### src/hw/rtl/spc_cell.sv
// one window cell: holds a point and a running partial sum per axis
module spc_cell #(
   parameter int COORD_BITS = 20,
   parameter int SUM_BITS   = 24
) (
   input  logic                         clock,
   input  logic                         shift,
   input  logic signed [COORD_BITS-1:0] new_p    [3],
   input  logic signed [COORD_BITS-1:0] left_p   [3],
   input  logic signed [SUM_BITS-1:0]   left_sum [3],
   output logic signed [COORD_BITS-1:0] cell_p   [3],
   output logic signed [SUM_BITS-1:0]   cell_sum [3]
);

   logic signed [COORD_BITS-1:0] point_ff [3];
   logic signed [SUM_BITS-1:0]   sum_ff   [3];
   logic signed [SUM_BITS-1:0]   sum_in   [3];

   always_comb begin
      for (int a = 0; a < 3; a++) begin
         sum_in[a] = left_sum[a] + SUM_BITS'(new_p[a]);
      end
   end

   always_ff @(posedge clock) begin
      if (shift) begin
         for (int a = 0; a < 3; a++) begin
            point_ff[a] <= left_p[a];
            sum_ff[a]   <= sum_in[a];
         end
      end
   end

   assign cell_p   = point_ff;
   assign cell_sum = sum_ff;

endmodule

### src/hw/rtl/spc_chain.sv
// row of window cells with the next centre point and next window sum
module spc_chain #(
   parameter int HALF_WINDOW = 5,
   parameter int COORD_BITS  = 20,
   parameter int SUM_BITS    = 24
) (
   input  logic                         clock,
   input  logic                         shift,
   input  logic signed [COORD_BITS-1:0] new_p       [3],
   output logic signed [COORD_BITS-1:0] centre_next [3],
   output logic signed [SUM_BITS-1:0]   sum_next    [3]
);

   localparam int CELLS = 2 * HALF_WINDOW;

   logic signed [COORD_BITS-1:0] point [CELLS][3];
   logic signed [SUM_BITS-1:0]   psum  [CELLS][3];
   logic signed [SUM_BITS-1:0]   zero_sum [3];

   always_comb begin
      for (int a = 0; a < 3; a++) begin
         zero_sum[a] = '0;
      end
   end

   for (genvar j = 0; j < CELLS; j++) begin : g_cell
      if (j == 0) begin : g_head
         spc_cell #(.COORD_BITS(COORD_BITS), .SUM_BITS(SUM_BITS)) u_cell (
            .clock    (clock),
            .shift    (shift),
            .new_p    (new_p),
            .left_p   (new_p),
            .left_sum (zero_sum),
            .cell_p   (point[j]),
            .cell_sum (psum[j])
         );
      end else begin : g_body
         spc_cell #(.COORD_BITS(COORD_BITS), .SUM_BITS(SUM_BITS)) u_cell (
            .clock    (clock),
            .shift    (shift),
            .new_p    (new_p),
            .left_p   (point[j-1]),
            .left_sum (psum[j-1]),
            .cell_p   (point[j]),
            .cell_sum (psum[j])
         );
      end
   end

   // after the shift the centre holds today's cell HALF_WINDOW-1
   always_comb begin
      for (int a = 0; a < 3; a++) begin
         centre_next[a] = point[HALF_WINDOW-1][a];
         sum_next[a]    = psum[CELLS-1][a] + SUM_BITS'(new_p[a]);
      end
   end

endmodule

### config.mk
export PLATFORM = sky130hd
export DESIGN_NAME = spc_chain
export DESIGN_NICKNAME = d
export VERILOG_FILES = /design/src/hw/rtl/spc_cell.sv /design/src/hw/rtl/spc_chain.sv
export SDC_FILE = /design/constraint.sdc
export NUM_CORES = 2
export LEC_CHECK = 0
export BUFFER_PORTS_ARGS = -buffer_cell sky130_fd_sc_hd__buf_4
export CAP_MARGIN = 20
export CORE_ASPECT_RATIO = 0.6
export CORE_MARGIN = 1.5
export CORE_UTILIZATION = 55
export DETAILED_ROUTE_END_ITERATION = 8
export HOLD_SLACK_MARGIN = 0.06
export MAX_ROUTING_LAYER = met4
export PLACE_DENSITY = 0.72
export SYNTH_ARGS = -nofsm -noshare
export SYNTH_HDL_FRONTEND = slang
export SYNTH_SLANG_ARGS = --single-unit
export TNS_END_PERCENT = 50
### constraint.sdc
create_clock -name clock -period 5.7 [get_ports clock]
set_clock_uncertainty 0.05 [all_clocks]
set_input_delay 1.14 -clock clock [delete_from_list [all_inputs] [get_ports clock]]
set_output_delay 1.14 -clock clock [all_outputs]
set_load 0.05 [all_outputs]
==> reports/results.ini <==
[run_status]
status = completed

[critical_path]
worstSetupStartpointType = input pin
crit_family = compound AO/OA/AOI/OAI gates
reg2reg_depth = 10
cpMaxStageDelayCell = a2111oi_0
path_class = in -> out
critical_path.most_common_cell = a211oi_1
worst-path-max-fanout = 4
cp.depth = 11
arrival_ps = 4250
worstPathRequired_ps = 4510
cp-end-kind = output port
reg2reg_slack_ps = 1980
cp_num_buf_inv = 2
critical-path-max-stage-delay_ps = 620
cp_cell_sequence = buf_4, ha_1, a2111oi_0, a211oi_1, o21ai_0, a31oi_1, or2_2, o21ai_0, a211oi_1, a211oi_1, buf_4

[cells_and_area]
fill_cells = 8540
final_layout_size_suffix_gt1_share_pct = 7.78
syn_to_final_growth_pct = 10.8
fin_nets = 6359
fin_cells = 7092

[yosys]
synth_cell_types = 78
synth_seq_cells = 939
synth_edf_count = 939
synthCells = 5319
async_flop_share_pct = 0
syn_nets = 6086
syn_area_mm2 = 0.0599
synth.avg_cell_area_um2 = 11.3
ys_warn_count = 0
synth_top_flop_cell = edfxtp_1
synth-seq-area-share_pct = 47.0

[detailed_routing]
drtIter0Drc = 3867
ant_nets = 0
routed_via_density = 6.02
drc = 0
num_vias = 42700
firstDrtPassIters = 6
wl_per_cell_um = 19.3
drt-total-wl_mm = 137

[clock_network]
cts_resized = 0
postCtsSetupRepairBufs = 0
cts.path.max_buffers = 3
clk_pin_slew_ps = 70
cts_tree = yes
cts.sinks = 939
clk_latency_ps = 690
ctsHoldBuffers = 0
cts_max_level = 3
clock-root-buffer = clkbuf_16
cts_made_buffers = 94

[die]
start_util_pct = 55.7
die_width_um = 429
io_pins = 194
die-area_mm2 = 0.111
die-height_um = 259
core_mm2 = 0.108
rows = 93

[flow_run]
maxCapViolations = 0

[power_and_ir_drop]
switching_share_pct = 40.1
clkPwrFrac_pct = 16.8
power.switching_w = 0.0146
internal-power_w = 0.0218
p_seq_share_pct = 31.3
power.density_mw_per_mm2 = 547
peakVddDrop_uv = 660
p_leak_nw = 26.6
pwr-share-comb_pct = 51.8

[place]
placed_cells = 6921
place.gp.congestion = 0.907
portBuffers = 193
pre_cts_ws_ps = 295
dp_hpwl_mm = 106

[timing]
hold_viol = 0
maxSlewHeadroom_pct = 40.1
worst_slack_ps = 262
report.final.slew_viol_count = 0
worst_slew_pin_slew_ps = 897
fin_crit_ps = 5440
final.setup.tns_ps = 0
setup_viol = 0
finalCritPeriodShare_pct = 95.4
fmax_ghz = 0.184
rsz0062_at_grt = no

[global_route]
grt_pass1_vias = 39100
grt_max_degree = 129
antenna_found_initial = 6
track_usage_pct = 25.0
grt-ovfl-total = 0
grt_first_pass_wirelength_mm = 214

[min_path]
min_path_type = reg -> reg
hold_depth = 0

==> metrics by stage <==
step                power, W  util (%)  hold slack [ps]  area (µm²)
global route          0.0388      61.7              367       66400
finish                0.0363      61.7              358       66400
CTS                   0.0363      61.7              365       66400
global placement      0.0296      58.9              351       63400
floorplan             0.0257         -              350       59900
detailed placement    0.0301      58.9              355       63400
==> cell type report <==
cell class,instances,area (µm²),area share (%)
clock buffer,105,2390,3.60
sequential,939,28200,42.5
antenna,2,5.00,0.00754
timing repair buffer,234,1880,2.83
inverter,121,454,0.684
multi-input combinational,4202,31100,46.8
tap,1425,1780,2.69
clock inverter,64,616,0.927
==> placed cells by master (no fill, tap or decap), types with 26 or more instances in the layout <==
cell type / synthesis / routed
nand4_1: 58 / 58
o31ai_1: 26 / 26
xnor2_1: 408 / 408
nand2_1: 255 / 255
nor3_1: 112 / 112
ha_1: 675 / 675
o21a_1: 70 / 70
nand2b_1: 79 / 79
a21oi_1: 568 / 568
o21bai_1: 77 / 77
fa_1: 30 / 30
inv_1: 121 / 121
xor2_1: 181 / 181
nor2_1: 297 / 297
a211oi_1: 67 / 67
clkbuf_16: 0 / 94
nor2b_1: 67 / 67
o211ai_1: 37 / 37
a31oi_1: 65 / 65
or3_1: 31 / 31
buf_4: 0 / 224
a21o_1: 273 / 273
edfxtp_1: 939 / 939
and3_1: 54 / 54
o21ai_0: 313 / 313
nand3_1: 101 / 101
==> worst paths after layout <==
| path | start | endpoint |
|---|---|---|
| setup / recovery | new_p[6] | sum_next[23] |
| hold / removal | g_cell[1].g_body.u_cell.cell_p[30] | g_cell[2].g_body.u_cell.cell_p[30] |
| setup reg to reg | g_cell[0].g_head.u_cell.cell_p[20] | g_cell[1].g_body.u_cell.cell_sum[42] |
| hold reg to reg | g_cell[1].g_body.u_cell.cell_p[30] | g_cell[2].g_body.u_cell.cell_p[30] |
==> power groups by stage <==
stage / sequential [W] / combinational [W] / clock, W
final: 0.0114 / 0.0188 / 0.00612
after floorplan: 0.0113 / 0.0144 / 0
after detailed placement: 0.0115 / 0.0185 / 0
after global routing: 0.0116 / 0.0207 / 0.00651
after CTS: 0.0114 / 0.0186 / 0.00628
after global placement: 0.0115 / 0.0182 / 0
==> layer usage <==
layer / part of all wire, % / global-route usage [%]
met1: 53 / 41.4
met4: 1.6 / 4.60
met2: 35 / 30.2
met3: 9.8 / 5.43
met5: 0 / -
==> worst reg2reg max path, delay by kind of cell (launching register included) <==
| kind | cells | cell delay (ps) |
|---|---|---|
| compound gates | 7 | 2060 |
| flops | 1 | 440 |
| xor+xnor | 1 | 130 |
| fa+ha+maj | 2 | 790 |
==> state kept, by name, summed over array words and instances, names as in the netlist <==
| register | count |
|---|---|
| g_cell.g_body.u_cell.cell_sum | 639 |
| g_cell.g_body.u_cell.cell_p | 240 |
| g_cell.g_head.u_cell.cell_p | 60 |
==> cells by family after synthesis <==
| family | synth area share (%) |
|---|---|
| compound gates | 18.5 |
| simple gates | 9.54 |
| flops | 47.0 |
| fa+ha+maj | 15.1 |
| xor+xnor | 8.61 |
| buf+inv | 1.12 |
| mux | 0.102 |
==> synthesized netlist by cell type (all sizes together) (9+ instances only) <==
cell / number / area [µm²]
a2111oi: 23 / 228
a211o: 15 / 131
a211oi: 71 / 553
a21boi: 19 / 143
a21o: 273 / 2050
a21oi: 569 / 2850
a221oi: 14 / 123
a31o: 22 / 193
a31oi: 65 / 407
a41oi: 17 / 149
and2: 25 / 156
and3: 54 / 338
and4: 10 / 87.6
clkbuf: 54 / 204
edfxtp: 939 / 28200
fa: 30 / 601
ha: 675 / 8450
inv: 121 / 454
nand2: 255 / 957
nand2b: 79 / 494
nand3: 101 / 505
nand4: 58 / 363
nor2: 297 / 1110
nor2b: 67 / 419
nor3: 112 / 561
nor3b: 13 / 97.6
nor4: 18 / 113
o2111ai: 9 / 78.8
o211ai: 37 / 278
o21a: 70 / 526
o21ai: 326 / 1630
o21bai: 77 / 578
o22ai: 12 / 75.1
o311ai: 13 / 129
o31a: 9 / 78.8
o31ai: 26 / 195
o41ai: 12 / 128
or2: 20 / 125
or3: 31 / 194
or4: 9 / 67.6
xnor2: 408 / 3570
xor2: 181 / 1590
(Power assumes the default switching activity.)
