File: src/hw/rtl/spc_pkg.sv
// shared types and constants of the scan point curvature block
package spc_pkg;

   localparam int CURV_BITS = 49;
   localparam logic [CURV_BITS-1:0] CURV_MAX = {CURV_BITS{1'b1}};

   // magnitudes above this limit always saturate the square
   localparam int SQ_IN_BITS = 26;
   localparam longint unsigned SQ_LIMIT = 64'd33554432;

   typedef struct packed {
      logic curv_ok;
      logic eos;
   } spc_tag_type;

endpackage

File: src/hw/rtl/spc_curv.sv
// curvature pipeline: difference, saturating square, sum and output register
module spc_curv #(
   parameter int HALF_WINDOW = 5,
   parameter int COORD_BITS  = 20,
   parameter int SUM_BITS    = 24
) (
   input  logic                                clock,
   input  logic                                reset,
   input  logic                                in_valid,
   output logic                                in_ready,
   input  logic signed [SUM_BITS-1:0]          in_sum    [3],
   input  logic signed [COORD_BITS-1:0]        in_centre [3],
   input  spc_pkg::spc_tag_type                in_tag,
   output logic                                rsp_valid,
   input  logic                                rsp_stall,
   output logic signed [COORD_BITS-1:0]        rsp_out_x,
   output logic signed [COORD_BITS-1:0]        rsp_out_y,
   output logic signed [COORD_BITS-1:0]        rsp_out_z,
   output logic [spc_pkg::CURV_BITS-1:0]       rsp_curvature,
   output logic                                rsp_curvature_valid,
   output logic                                rsp_end_of_scan
);
   import spc_pkg::*;

   localparam int DIFF_BITS = COORD_BITS + $clog2(2 * HALF_WINDOW + 1) + 2;
   localparam int ABS_BITS  = (DIFF_BITS > SQ_IN_BITS + 1) ? DIFF_BITS : SQ_IN_BITS + 1;
   localparam int SQ_BITS   = 2 * SQ_IN_BITS;
   localparam int TOT_BITS  = CURV_BITS + 2;
   localparam logic signed [DIFF_BITS-1:0] WIN_LEN_S = DIFF_BITS'(2 * HALF_WINDOW + 1);
   localparam logic [ABS_BITS-1:0] ABS_LIMIT = ABS_BITS'(SQ_LIMIT);

   logic                         s1_v_ff, s2_v_ff, s3_v_ff, o_v_ff;
   logic                         s2_ready, s3_ready, o_ready;
   spc_tag_type                  s1_tag_ff, s2_tag_ff, s3_tag_ff, o_tag_ff;
   logic signed [SUM_BITS-1:0]   s1_sum_ff [3];
   logic signed [COORD_BITS-1:0] s1_cen_ff [3], s2_cen_ff [3], s3_cen_ff [3], o_cen_ff [3];
   logic signed [DIFF_BITS-1:0]  s2_d_ff [3], d_in [3];
   logic [CURV_BITS-1:0]         s3_sq_ff [3], sq_in [3];
   logic [ABS_BITS-1:0]          mag [3];
   logic [SQ_BITS-1:0]           sq_full [3];
   logic [TOT_BITS-1:0]          total;
   logic [CURV_BITS-1:0]         o_curv_ff, curv_in;

   assign o_ready  = !o_v_ff || !rsp_stall;
   assign s3_ready = !s3_v_ff || o_ready;
   assign s2_ready = !s2_v_ff || s3_ready;
   assign in_ready = !s1_v_ff || s2_ready;

   always_comb begin
      for (int a = 0; a < 3; a++) begin
         // sum of all points minus window length times centre
         d_in[a] = DIFF_BITS'(s1_sum_ff[a]) - DIFF_BITS'(s1_cen_ff[a]) * WIN_LEN_S;
         mag[a]  = s2_d_ff[a][DIFF_BITS-1] ? ABS_BITS'(-s2_d_ff[a]) : ABS_BITS'(s2_d_ff[a]);
         sq_full[a] = SQ_BITS'(mag[a][SQ_IN_BITS-1:0]) * SQ_BITS'(mag[a][SQ_IN_BITS-1:0]);
         if (mag[a] > ABS_LIMIT || sq_full[a] > SQ_BITS'(CURV_MAX)) begin
            sq_in[a] = CURV_MAX;
         end else begin
            sq_in[a] = sq_full[a][CURV_BITS-1:0];
         end
      end
      total = TOT_BITS'(s3_sq_ff[0]) + TOT_BITS'(s3_sq_ff[1]) + TOT_BITS'(s3_sq_ff[2]);
      if (!s3_tag_ff.curv_ok) begin
         curv_in = '0;
      end else if (total > TOT_BITS'(CURV_MAX)) begin
         curv_in = CURV_MAX;
      end else begin
         curv_in = total[CURV_BITS-1:0];
      end
   end

   always_ff @(posedge clock) begin
      if (reset) begin
         s1_v_ff <= 1'b0;
         s2_v_ff <= 1'b0;
         s3_v_ff <= 1'b0;
         o_v_ff  <= 1'b0;
      end else begin
         if (in_ready) begin
            s1_v_ff <= in_valid;
         end
         if (s2_ready) begin
            s2_v_ff <= s1_v_ff;
         end
         if (s3_ready) begin
            s3_v_ff <= s2_v_ff;
         end
         if (o_ready) begin
            o_v_ff <= s3_v_ff;
         end
      end
   end

   always_ff @(posedge clock) begin
      if (in_ready && in_valid) begin
         s1_sum_ff <= in_sum;
         s1_cen_ff <= in_centre;
         s1_tag_ff <= in_tag;
      end
      if (s2_ready && s1_v_ff) begin
         s2_d_ff   <= d_in;
         s2_cen_ff <= s1_cen_ff;
         s2_tag_ff <= s1_tag_ff;
      end
      if (s3_ready && s2_v_ff) begin
         s3_sq_ff  <= sq_in;
         s3_cen_ff <= s2_cen_ff;
         s3_tag_ff <= s2_tag_ff;
      end
      if (o_ready && s3_v_ff) begin
         o_curv_ff <= curv_in;
         o_cen_ff  <= s3_cen_ff;
         o_tag_ff  <= s3_tag_ff;
      end
   end

   assign rsp_valid           = o_v_ff;
   assign rsp_out_x           = o_cen_ff[0];
   assign rsp_out_y           = o_cen_ff[1];
   assign rsp_out_z           = o_cen_ff[2];
   assign rsp_curvature       = o_curv_ff;
   assign rsp_curvature_valid = o_tag_ff.curv_ok;
   assign rsp_end_of_scan     = o_tag_ff.eos;

endmodule

File: config.mk
export PLATFORM = sky130hd
export DESIGN_NAME = spc_curv
export DESIGN_NICKNAME = d
export VERILOG_FILES = /design/src/hw/rtl/spc_pkg.sv /design/src/hw/rtl/spc_curv.sv
export SDC_FILE = /design/constraint.sdc
export NUM_CORES = 2
export LEC_CHECK = 0
export ABC_AREA = 1
export BUFFER_PORTS_ARGS = -buffer_cell sky130_fd_sc_hd__clkbuf_2
export CAP_MARGIN = 20
export CORE_UTILIZATION = 30
export CTS_CLUSTER_SIZE = 20
export DETAILED_ROUTE_END_ITERATION = 7
export GPL_TIMING_DRIVEN = 0
export PLACE_DENSITY = 0.43
export SYNTH_ARGS = -nofsm -noshare
export SYNTH_HDL_FRONTEND = slang
export SYNTH_SLANG_ARGS = --single-unit
File: constraint.sdc
create_clock -name clock -period 7.9 [get_ports clock]
set_input_delay 1.58 -clock clock [delete_from_list [all_inputs] [get_ports clock]]
set_output_delay 1.58 -clock clock [all_outputs]
set_load 0.01 [all_outputs]
==> results by group <==
Synthesis
  • Yosys reg bits: 598
  • Count leader, synth: inv_1
  • Synth cell count leaders: inv_1, nand2_1, fa_1
  • Post-synthesis mux area share: 0%
  • Synthesis Warnings: 0
  • Avg Cell Area, Syn: 8.74 um2
  • Main synth FF type: edfxtp_1
  • XOR/XNOR Fraction of Synth Area: 2.24%
  • Post-synth EDFFs: 594
  • Area contributors post-synth: fa_1, edfxtp_1, inv_1, ha_1, nand2_1
  • Post-synthesis compound-gate area fraction: 3.81%
  • Yosys cell types: 54
  • Post-synth top area share: 35.8%
  • FFs w/ async S/R, synth: 0%
  • Post-Synth Adder-Cell Area: 46.6%
  • Post-Synth Simple-Gate Area: 15.6%
  • Sequential share of the synthesized area: 18.9%
  • Synth Instances: 10900
  • Syn Std Cell Area: 95000 um2
  • Area leader, netlist: fa_1
  • Main combinational cell family by area after synthesis: adder cells

STA
  • Tmin final: 8.28 ns
  • Slew @ Worst Pin: 0.880 ns
  • Max-slew violation count: 0
  • Crit share post-route: 105%
  • Sum of negative setup slack: -34.95 ns
  • Worst setup margin: -0.376 ns
  • Endpoints failing setup: 147
  • Unrepaired setup endpoints after global routing: yes
  • Final Hold Viols: 0
  • Max frequency: 121 MHz
  • Rel. slew slack: 41.3%
  • Worst Skew: 0.0601 ns

Critical path
  • Crit path required time: 8.38 ns
  • CP max stage cell: fa_2
  • Data arrival, critical path: 8.76 ns
  • CP peak stage delay: 0.58 ns
  • Crit end category: flip-flop
  • Startpoint types: flip-flop
  • Critical path's top delay family: adder cells
  • CP bufs+invs: 12
  • Kind of critical path: reg2reg
  • Crit path max fanout: 8
  • Cell mode on critical path: nand2_2

Place
  • Detailed-placement wirelength estimate: 264000 um
  • Placed inst area: 102000 um2
  • Port-buffer cells: 250
  • GPL Wtd Cong: 0.945

Final layout
  • Area delta synth->final: 18.9%
  • Nets: 14300
  • Share of layout cells above drive strength 1: 15.4%
  • Cell area after layout: 113000 um2
  • Fillers: 32800

Drt
  • Drt total wl: 313000 um
  • Final ANT Viol Nets: 0
  • Total number of vias: 72300
  • Vias per inst: 4.56
  • Drt wl/cell: 19.8 um
  • DRT iter0 DRCs: 4125
  • Pre-antenna DRT Iters: 8
  • DRC violations left: 0

Floorplan
  • IO Pins: 251
  • Die Ht: 565 um
  • FP Rows: 206
  • Die ar.: 319000 um2
  • Initial core utilization: 30.2%
  • Die Wd: 565 um
  • Core region area: 315000 um2

Global routing
  • Initial antenna violation count: 7
  • GRT Total Usage: 19.8%
  • Largest net degree at the start of global routing: 91
  • Vias in the first global route: 77700
  • GRT Residual Overflow: 0
  • First-pass GRT wire length: 475000 um

Clock tree
  • H-tree depth: 3
  • Clock sink count: 598
  • Worst skew pair latency: 0.78 ns
  • Number of CTS-inserted buffers: 81
  • CTS tree: yes
  • Reg clk slew, reported paths: 0.06 ns
  • Root buf cell: clkbuf_16
  • Hold Buf Count CTS: 0
  • Max clock buf depth: 4

Run status
  • Outcome: finished, violations left
  • Violated checks: negative setup slack

Run
  • Max-Cap Viols: 0

Min path
  • HP Class: reg2reg
-- path summary, 6_finish.rpt --
kind / cells past startpoint / end / slack, ns / from
worst max-delay path: 42 / s3_sq_ff[98] / -0.38 / s2_d_ff[52]
worst min-delay path: 0 / rsp_out_y[5] / 0.41 / s3_cen_ff[25]
worst max register to register: 42 / s3_sq_ff[98] / -0.38 / s2_d_ff[52]
worst min register to register: 0 / rsp_out_y[5] / 0.41 / s3_cen_ff[25]
-- layout by cell type, fill, tap and decap left out, types with 27 or more instances in the layout --
master and instances:
a21oi_2 37, nand2_1 1657, clkinvlp_4 27, buf_6 53
o21bai_1 68, inv_1 2899, buf_2 29, inv_2 89
buf_4 302, nor2_2 117, conb_1 60, clkbuf_16 104
o21ai_0 162, nand3_2 91, nor3_1 48, edfxtp_1 594
nor2_4 99, nand2_4 69, fa_1 1644, clkbuf_2 269
xor2_1 146, fa_2 55, buf_12 55, ha_1 747
nand4_1 139, xnor2_1 93, nand3_1 227, nand2_2 138
a21oi_1 287, nor2_1 950, ha_4 56
-- routing by layer --
layer	wire length [um]	track usage, %	part of all wire, %	vias to the layer above
met4	6800	4.05	2.2	6
met1	146000	28.0	47	36400
met2	144000	32.5	46	1633
met3	15600	2.26	5.0	316
li1	-	-	-	34000
met5	42	0	0.013	-
-- state kept, by name, indices dropped and copies added (netlist names), 20 cells and up --
register and count:
s1_cen_ff 60, s3_sq_ff 147, rsp_out_z 20, rsp_out_x 20, rsp_curvature 49, s1_sum_ff 72, rsp_out_y 20, s2_d_ff 78
s3_cen_ff 60, s2_cen_ff 60
-- stage by stage --
stage               instances  hold WS [ns]  util, %  setup WS (ns)
floorplan               10900         0.400        -        0.00411
global placement        15300         0.402     32.3          -5.29
detailed placement      15400         0.405     32.5          -3.72
CTS                     15700         0.399     34.8         -0.432
global route            15800         0.404     35.9         -0.656
finish                  15800         0.406     35.9         -0.376
-- cells by family (layout without fill, tap and decap cells) --
family | after synthesis | after routing
AOI/OAI and AO/OA | 653 | 653
xor gates and xnor gates | 242 | 242
adders and majority gates | 2519 | 2519
buffers and inverters | 3238 | 3981
DFF | 598 | 598
other | 2 | 62
and+or+nand+nor | 3626 | 3626
-- layout make-up --
class	instances	area, um2	area share, %
well taps	4160	5200	4.61
multi-input cells	7100	68900	60.9
diodes	2	5.00	0.00443
plain buffers	187	2030	1.80
clock buffers	93	2140	1.89
inverters	3040	11700	10.3
repair buffers	612	4770	4.22
clock inverters	49	428	0.379
flip-flops and latches	598	17900	15.9
-- repair_timing --
item / 4_1_cts / 5_1_grt
cloned: 5 / 8
setup endpoints to repair: 147 / 147
buffers inserted: 177 / 151
resized for setup: 968 / 653
endpoints found under the hold margin: 0 / 0
pin swaps: 179 / 293
Power is not shown: default switching activity piles up to over one toggle a cycle in this logic, so the estimate is an artifact.
